File: src/hw/rtl/acfm_pkg.sv
// Shared types, constants and helper functions for the adaptive context frequency model.
package acfm_pkg;

  localparam int unsigned CONTEXTS   = 2048;
  localparam int unsigned SYMBOLS    = 8;
  localparam int unsigned CTX_W      = $clog2(CONTEXTS);
  localparam int unsigned SYM_W      = $clog2(SYMBOLS);
  localparam int unsigned CNT_W      = 10;
  localparam int unsigned CDF_W      = 16;
  localparam int unsigned CUM_W      = 17;
  localparam int unsigned PROB_ONE   = 65536;
  localparam int unsigned SCALE      = PROB_ONE - SYMBOLS;
  localparam int unsigned DIVD_W     = CNT_W + CDF_W;
  localparam int unsigned DIV_BITS   = 4;
  localparam int unsigned DIV_CYCLES = CDF_W / DIV_BITS;
  localparam int unsigned DIV_CNT_W  = $clog2(DIV_CYCLES);
  localparam int unsigned SUM_W      = CNT_W + SYM_W;

  localparam logic [CNT_W-1:0] HALVE_LIMIT_RESET = CNT_W'(640);

  typedef struct packed {
    logic [CTX_W-1:0] context_index;
    logic [SYM_W-1:0] symbol_value;
    logic             refresh_cdf;
  } in_item_t;

  typedef struct packed {
    logic [CDF_W-1:0] cum_low;
    logic [CUM_W-1:0] cum_high;
  } out_item_t;

  typedef logic [SYMBOLS-1:0][CNT_W-1:0] cnt_row_t;
  typedef logic [SYMBOLS-1:0][CDF_W-1:0] cdf_row_t;

  typedef enum logic [8:0] {
    ST_CLEAR     = 9'b000000001,
    ST_IDLE      = 9'b000000010,
    ST_READ      = 9'b000000100,
    ST_UPDATE    = 9'b000001000,
    ST_HALVE     = 9'b000010000,
    ST_WRITE     = 9'b000100000,
    ST_DIV_START = 9'b001000000,
    ST_DIV_RUN   = 9'b010000000,
    ST_CDF_WRITE = 9'b100000000
  } state_e;

  typedef struct packed {
    logic clr_write;
    logic idle;
    logic latch;
    logic mem_read;
    logic update;
    logic halve;
    logic mem_write;
    logic div_start;
    logic div_store;
    logic cdf_write;
  } ctrl_cmd_t;

  typedef struct packed {
    logic clr_last;
    logic out_free;
    logic refresh;
    logic last_entry;
    logic div_done;
    logic cum_match;
  } dp_status_t;

  function automatic cnt_row_t cnt_reset_row();
    cnt_row_t row;
    for (int k = 0; k < SYMBOLS; k++) begin
      row[k] = CNT_W'(1);
    end
    return row;
  endfunction

  function automatic cdf_row_t cdf_reset_row();
    cdf_row_t row;
    for (int k = 0; k < SYMBOLS; k++) begin
      row[k] = CDF_W'(k * (PROB_ONE / SYMBOLS));
    end
    return row;
  endfunction

endpackage

File: src/hw/rtl/acfm_ctrl.sv
// Controller state machine: clearing pass, item sequencing and CDF rebuild steps.
module acfm_ctrl
  import acfm_pkg::*;
(
  input  logic       clk_i,
  input  logic       rst_ni,
  input  logic       in_valid_i,
  input  dp_status_t status_i,
  output ctrl_cmd_t  cmd_o,
  output state_e     state_o
);

  state_e state_q, state_d;

  always_comb begin
    state_d = state_q;
    cmd_o   = '0;
    unique case (state_q)
      ST_CLEAR: begin
        cmd_o.clr_write = 1'b1;
        if (status_i.clr_last) begin
          state_d = ST_IDLE;
        end
      end
      ST_IDLE: begin
        cmd_o.idle = 1'b1;
        if (in_valid_i) begin
          cmd_o.latch = 1'b1;
          state_d     = ST_READ;
        end
      end
      ST_READ: begin
        cmd_o.mem_read = 1'b1;
        state_d        = ST_UPDATE;
      end
      ST_UPDATE: begin
        if (status_i.out_free) begin
          cmd_o.update = 1'b1;
          state_d      = ST_HALVE;
        end
      end
      ST_HALVE: begin
        cmd_o.halve = 1'b1;
        state_d     = ST_WRITE;
      end
      ST_WRITE: begin
        cmd_o.mem_write = 1'b1;
        state_d         = status_i.refresh ? ST_DIV_START : ST_IDLE;
      end
      ST_DIV_START: begin
        cmd_o.div_start = 1'b1;
        state_d         = ST_DIV_RUN;
      end
      ST_DIV_RUN: begin
        if (status_i.div_done) begin
          cmd_o.div_store = 1'b1;
          state_d         = status_i.last_entry ? ST_CDF_WRITE : ST_DIV_START;
        end
      end
      ST_CDF_WRITE: begin
        cmd_o.cdf_write = 1'b1;
        state_d         = ST_IDLE;
      end
      default: begin
        state_d = ST_CLEAR;
      end
    endcase
  end

  always_ff @(posedge clk_i or negedge rst_ni) begin
    if (!rst_ni) begin
      state_q <= ST_CLEAR;
    end else begin
      state_q <= state_d;
    end
  end

  assign state_o = state_q;

endmodule

File: config.mk
export PLATFORM = sky130hd
export DESIGN_NAME = acfm_ctrl
export DESIGN_NICKNAME = d
export VERILOG_FILES = /design/src/hw/rtl/acfm_pkg.sv /design/src/hw/rtl/acfm_ctrl.sv
export SDC_FILE = /design/constraint.sdc
export NUM_CORES = 1
export LEC_CHECK = 0
export BUFFER_PORTS_ARGS = -buffer_cell sky130_fd_sc_hd__buf_2
export CORE_AREA = 4 4 45 47
export CTS_CLUSTER_SIZE = 10
export DETAILED_ROUTE_END_ITERATION = 16
export DIE_AREA = 0 0 49 51
export GPL_TIMING_DRIVEN = 0
export MAX_ROUTING_LAYER = met4
export PLACE_DENSITY = 0.7
export SLEW_MARGIN = 5
export SYNTH_ARGS = -nofsm -noshare
export SYNTH_HDL_FRONTEND = slang
export SYNTH_SLANG_ARGS = --single-unit
File: constraint.sdc
create_clock -name clk_i -period 2.1 [get_ports clk_i]
set_input_delay 0.315 -clock clk_i [delete_from_list [all_inputs] [get_ports clk_i]]
set_output_delay 0.315 -clock clk_i [all_outputs]
set_load 0.02 [all_outputs]
==> results.toml <==
[synthesis]
synthArstFlopShare = 1.000
synthFlopType = "dfrtp_1"
synth_cells = 70
synthDistinctLibCells = 32
yosysSeqAreaShare = 0.3570
syn_area_per_cell_sq_um = 9.062
syn_nets = 79
synth_edf_count = 0
ys_warn_count = 0
syn-cell-area_sq_um = 634.4
postSynthRegisterBits = 9

[routing]
wl_per_cell_microns = 14.94
antenna_left = 0
vias = 792
drt-total-wl_mm = 2.121
initialDrtViolationCount = 18
firstDrtPassIters = 4
viasPerCell = 5.577
remaining_drc_errors = 0

[run_status]
status = "finished with violations"
violations = "negative setup slack"

[clock_network]
clkSlewWorstSetupHoldPaths_ns = 0.07
h-tree-depth = 1
clk_latency_ns = 0.27
tritoncts = "done"
cts_buffer_depth = 2
cts_buffers = 3
cts.sinks = 9
clockRootBuffer = "clkbuf_4"

[sta]
tns_ns = -1.701
period_share = 1.203
hold_violations = 0
rsz0062_at_grt = "true"
max_freq_mhz = 395.8
timing.slew.headroom = 0.7577
post-route-min-period_ns = 2.526
drv_slew = 0
skew_ns = 0.006004
tightest_slew_ns = 0.3596
layout_setup_ws_ns = -0.4263
timing.hold.ws_ns = 0.2131
setup_viol = 11

[global_route]
grt_max_degree = 11
grt_pass1_vias = 786
grt_use_total = 0.1919
grt_overflow = 0
grt_pass1_wl_mm = 3.615
antenna_found_initial = 0

[die]
dieHeight_microns = 51
coreArea_sq_mm = 0.001652
rows = 15
start_util = 0.3841
die_area_sq_mm = 0.002499
die_x_microns = 49
pin_count = 28

[hold_path]
hp-class = "in2reg"

[setup_path]
critPathArrivalTime_ns = 2.21
critPathRequiredTime_ns = 1.78
end_kind = "output pin"
worstSetupPathType = "reg2out"
worst_setup_path_start_kind = "flop"
crit_fanout = 2

[finish]
regArea_sq_um = 232.7
layout_commonest_cell = "buf_4"
largest_reg_flops = 9
multi_input_area_sq_um = 496.7
most-common-layout-cells = "24 x buf_4, 16 x buf_2, 13 x buf_6"
drive_above_1_share = 0.7040
final_core_util = 0.7379
nets = 135
n_antenna_cell = 0
nFillCells = 127
area_growth_syn_to_layout_pct = 92.11

[placement]
port_buffers = 26
hpwl_mm = 1.191
place.gp.congestion = 0.7465

[power_and_ir_drop]
power_leakage_nw = 0.5834
ir_drop_mv = 0.4579
cellPowerDensity_mw_per_mm2 = 897.3

[job]
maxCapViolCount = 0
## final timing paths
| check | slack, ns | cells past startpoint | from | end |
|---|---|---|---|---|
| max reg2reg | -0.33 | 6 | state_o[2] | state_o[6] |
| min in group asynchronous | 0.42 | 2 | rst_ni | state_o[1] |
| min reg2reg | 0.71 | 3 | state_o[0] | state_o[0] |
| max | -0.43 | 5 | state_o[2] | cmd_o[1] |
| min | 0.21 | 2 | status_i[5] | state_o[0] |
| max in group asynchronous | 1.42 | 2 | rst_ni | state_o[0] |
## power breakdown
group	internal [W]	switching, W
clock	0.0000736	0.0000690
sequential	0.000209	0.0000461
combinational	0.000368	0.000328
total	0.000651	0.000443
## cell usage after synthesis (2+ instances only)
master / n / share of area
dfrtp_1: 8 / 0.32
nor3b_1: 6 / 0.071
nor2_1: 5 / 0.030
o21ai_0: 5 / 0.039
and2_1: 4 / 0.039
nor3_1: 4 / 0.032
inv_1: 3 / 0.018
a21oi_1: 2 / 0.016
and4b_1: 2 / 0.032
and4b_2: 2 / 0.036
clkbuf_1: 2 / 0.012
nand2b_1: 2 / 0.020
o22ai_1: 2 / 0.020
o32ai_1: 2 / 0.028
or3b_2: 2 / 0.028
or4_4: 2 / 0.036
xor2_1: 2 / 0.028
## area by class of cell
cell class | count | area share
plain buffers | 2 | 0.01745
flip-flops and latches | 9 | 0.1910
repair buffers | 53 | 0.3357
clock buffers | 4 | 0.02156
well taps | 17 | 0.01745
multi-input cells | 54 | 0.4076
inverters | 3 | 0.009240
## per-stage QoR
stage	std cells	area [sq um]	worst slack, ns	total power, W
3_3_place_gp	113	810.8	-0.2484	0.0006496
3_5_place_dp	113	810.8	-0.2732	0.0006540
2_1_floorplan	70	659.4	-0.1382	0.0005477
6_report	142	1219	-0.4263	0.001093
5_1_grt	142	1219	-0.4713	0.001163
4_1_cts	140	1127	-0.4717	0.0009916
## critical path: stages, from the launching register on
cell and delay, ns:
dfrtp_2 0.41, or4_4 0.55, or4_4 0.51, nor3b_2 0.20, and2_4 0.17, buf_6 0.11
## kinds of logic after synthesis
family                    after synthesis  share of synthesized area
AOI/OAI and AO/OA                      13                     0.1243
xor gates and xnor gates                3                    0.04143
buffers and inverters                   7                    0.05918
DFF                                     9                     0.3570
and+or+nand+nor                        38                     0.4182
## what timing repair did
item | 4_1_cts | 5_1_grt
cloned | 0 | 0
setup buffers | 24 | 4
gates resized for setup | 34 | 20
hold buffers | 1 | 0
hold endpoints to repair | 8 | 0
pin swaps | 13 | 11
setup endpoints to repair | 11 | 13
## per-layer routing
layer,GRT usage,vias to the layer above,wire length (microns)
met5,-,-,0
met4,0.09417,0,28
met3,0.03499,4,100
met2,0.3261,36,1127
met1,0.2168,381,865
li1,-,371,-
Power figures use the tool's default switching activity.
